**src/rtl/rpq_pkg.sv**
```systemverilog
`timescale 1ns / 1ps
`default_nettype none

package rpq_pkg;

	localparam int SLOTS_DEF         = 11;
	localparam int PAYLOAD_BYTES_DEF = 124;

	// Fixed field widths of the item and result channels.
	localparam int DATA_W   = 8;
	localparam int INDEX_W  = 7;
	localparam int LENGTH_W = 7;
	localparam int QUEUED_W = 4;
	localparam int STATUS_W = 2;

	typedef enum logic [1:0] {
		MODE_PUSH   = 2'd0,
		MODE_READ   = 2'd1,
		MODE_START  = 2'd2,
		MODE_FINISH = 2'd3
	} mode_t;

	typedef enum logic [STATUS_W-1:0] {
		STATUS_NONE     = 2'd0,
		STATUS_ACCEPTED = 2'd1,
		STATUS_REJECTED = 2'd2
	} status_t;

	// Command from the controller to the datapath.
	typedef struct packed {
		logic exec;
	} cmd_t;

endpackage

`default_nettype wire

```
**src/rtl/rpq_ctrl.sv**
```systemverilog
`timescale 1ns / 1ps
`default_nettype none

module rpq_ctrl
	import rpq_pkg::*;
(
	input  wire  clk,
	input  wire  arst_n,
	input  wire  in_valid,
	output logic in_ready,
	output logic out_valid,
	input  wire  out_ready,
	output cmd_t cmd
);

	typedef enum logic {
		ST_IDLE,
		ST_RESP
	} state_t;

	state_t state_q;
	logic   in_ready_q;
	logic   out_valid_q;

	assign in_ready  = in_ready_q;
	assign out_valid = out_valid_q;
	assign cmd.exec  = in_valid && in_ready_q;

	always_ff @(posedge clk or negedge arst_n) begin
		if (!arst_n) begin
			state_q     <= ST_IDLE;
			in_ready_q  <= 1'b1;
			out_valid_q <= 1'b0;
		end else begin
			case (state_q)
				ST_IDLE: begin
					if (in_valid) begin
						state_q     <= ST_RESP;
						in_ready_q  <= 1'b0;
						out_valid_q <= 1'b1;
					end
				end
				ST_RESP: begin
					if (out_ready) begin
						state_q     <= ST_IDLE;
						in_ready_q  <= 1'b1;
						out_valid_q <= 1'b0;
					end
				end
				default: begin
					state_q     <= ST_IDLE;
					in_ready_q  <= 1'b1;
					out_valid_q <= 1'b0;
				end
			endcase
		end
	end

endmodule

`default_nettype wire

```
**config.mk**
```make
export PLATFORM = sky130hd
export DESIGN_NAME = rpq_ctrl
export DESIGN_NICKNAME = d
export VERILOG_FILES = /design/src/rtl/rpq_pkg.sv /design/src/rtl/rpq_ctrl.sv
export SDC_FILE = /design/constraint.sdc
export NUM_CORES = 1
export LEC_CHECK = 0
export ABC_AREA = 1
export BUFFER_PORTS_ARGS = -buffer_cell sky130_fd_sc_hd__clkbuf_2
export CORE_AREA = 2 2 39 41
export CTS_CLUSTER_SIZE = 14
export DETAILED_ROUTE_END_ITERATION = 16
export DIE_AREA = 0 0 41 43
export HOLD_SLACK_MARGIN = 0.03
export PLACE_DENSITY = 0.34
export SLEW_MARGIN = 5
export SYNTH_ARGS = -nofsm -noshare
export SYNTH_HDL_FRONTEND = slang
export SYNTH_SLANG_ARGS = --single-unit
```
**constraint.sdc**
```tcl
create_clock -name clk -period 0.8 [get_ports clk]
set_input_delay 0.2 -clock clk [delete_from_list [all_inputs] [get_ports clk]]
set_output_delay 0.2 -clock clk [all_outputs]
set_load 0.02 [all_outputs]
```
==> metrics.cfg <==
[outcome]
status = complete, but fails checks
violations = setup timing

[timing]
fmax_mhz = 852
setup_slack_ns = -0.374
clock_skew_ns = 0.00169
setup_viol = 3
fin_crit_sh_pct = 147
slew_headroom_pct = 91.7
worstMarginPinSlew_ns = 0.123
final-max-slew-violation-count = 0
hold-worst-slack_ns = 0.180
min_period_ns = 1.17
hold_viol_final = 0
rsz0062_at_grt = true
finalSetupTns_ns = -0.857

[final_layout]
mostFrequentLayoutCells = 5 x inv_1, 4 x clkbuf_4, 3 x nand2_1, 3 x clkbuf_2
fin_util_pct = 17.5
nets = 32
final_common_cell = inv_1
num_antenna_cells = 0
syn2layout_area_growth_pct = 80.4
final_cell_area_um2 = 241
final_layout_size_suffix_gt1_share_pct = 51.9

[setup_path]
critical_path.max_stage_delay_ns = 0.54
critPathSlowestCell = dfstp_2
cp-start-kind = flop
worstReg2RegEnd = in_ready$_DFFE_PN1P_
crit_type = flop to output port
r2r_setup_slack_ns = 0.03
r2r_cells = 4
worstReg2RegStart = in_ready$_DFFE_PN1P_
critPathMaxFanout = 3
required_ns = 0.60
path_cells = nand2_2 > inv_2 > buf_8
arrival_ns = 0.97
end_kind = output port

[detailed_routing]
vias = 130
drcViolationCount = 0
dr_wl_met3_um = 43
drtAntennaViolNets = 0
top_layer_used = met4
dr.pass1.iters = 2
viasPerCell = 3.02
drt-total-wl_um = 286
m1WireLength_um = 115
drt_iter0_drc = 2
wl_met2_um = 102
wl_per_cell_um = 6.65

[yosys]
synthesis.nets = 20
yosysWarningCount = 0
synth_seq_cells = 3
synthCells = 16
netlist_area_um2 = 134
ys_types = 7
postSynthAreaPerCell_um2 = 8.37
synth_seq_area_share_pct = 57.0

[placement]
hpwl_um = 227
port_buffers = 6
place_ws_ns = -0.170
place_area_um2 = 184
gp_congestion = 0.511

[global_route]
antenna_found_initial = 0
grt_max_degree = 4
grt_usage_pct = 4.82
overflow = 0
grt_pass1_vias = 127
grt_pass1_wl_um = 427

[clocking]
clockBufferDepth = 2
cts.htree.levels = 1
cts_tree = built
worstSkewPairLatency_ns = 0.23
cts_inserted_buffers = 3
post-cts-setup-buffers = 0
path_clk_slew_ns = 0.03
cts_sinks = 3
clockRootBuffer = clkbuf_4

[power]
p_int_w = 0.000461
switching_share_pct = 29.6
seqPwrFrac_pct = 32.4
switching_power_w = 0.000194
power_frac_comb_pct = 26.9
peakVddDrop_v = 0.000364
p_clk_share_pct = 40.6
p_leak_nw = 0.136
powerDensity_mw_per_mm2 = 2710

[run]
cap_viol_max_count = 0

[hold_path]
hold-path-endpoint = state_q$_DFF_PN0_
hold_path.class = input pin to flop
hp-start = out_ready
hold_depth = 2

[floorplanning]
dieArea_mm2 = 0.00176
std_cell_rows = 14
ios = 7
die_w_um = 41
dieHeight_um = 43
core-area_mm2 = 0.00138
initial_core_util_pct = 9.67

==> power by group through the flow <==
stage | sequential [W] | clock (W) | combinational [W]
after floorplan | 0.000237 | 0 | 0.0000631
after CTS | 0.000209 | 0.000279 | 0.000159
final | 0.000212 | 0.000266 | 0.000176
after global placement | 0.000208 | 0 | 0.000137
after detailed placement | 0.000210 | 0 | 0.000140
after global routing | 0.000216 | 0.000290 | 0.000197
==> how the worst max path moves through the flow <==
stage | startpoint | endpoint | depth (start not counted)
floorplan | in_ready$_DFFE_PN1P_ | cmd | 2
global placement | in_ready$_DFFE_PN1P_ | cmd | 3
detailed placement | in_ready$_DFFE_PN1P_ | cmd | 3
CTS | in_ready$_DFFE_PN1P_ | cmd | 3
global route | in_ready$_DFFE_PN1P_ | cmd | 3
finish | in_ready$_DFFE_PN1P_ | cmd | 3
==> Yosys cell counts (all sizes together) <==
library cell	instances	area [um^2]
dfstp	1	26.3
inv	6	22.5
a21oi	1	8.76
dfrtp	2	50.1
nand2	5	21.3
o21ai	1	5.00
==> kinds of logic (layout without fill, tap and decap cells) <==
group           after synthesis  in the layout  share of synthesized area [%]
compound gates                2              2                           10.3
buf+inv                       6             17                           16.8
flops                         3              3                           57.0
simple gates                  5              5                           15.9
==> registers in the layout, indices dropped and copies added (netlist names) <==
name       cells
state_q        1
out_valid      1
in_ready       1
==> critical path: cells and delay by family (launching register included) <==
family	cells	cell delay, ns
DFF	1	0.54
buffers and inverters	2	0.15
and+or+nand+nor	1	0.05
==> routing by layer <==
layer	vias to the layer above	track usage [%]
li1	66	-
met2	10	4.69
met3	3	4.71
met5	-	0
met1	51	3.87
met4	0	8.00
==> repair_timing <==
item	CTS	global route
hold buffers	1	0
cloned	0	0
setup endpoints to repair	3	3
resized for setup	3	5
pin swaps	1	0
endpoints found under the hold margin	3	0
==> through the flow <==
step                      instances  total power [W]
after floorplan                  16         0.000300
after global placement           38         0.000345
after detailed placement         38         0.000350
after CTS                        43         0.000647
after global routing             43         0.000703
final                            43         0.000655
==> area by class of cell <==
cell class,count,area [um^2]
multi-input combinational,7,37.5
timing repair buffer,7,58.8
tap,16,20.0
sequential,3,76.3
fill,155,1140
inverter,6,22.5
clock buffer,4,26.3
Note: power is estimated with default switching activity, not from simulation.
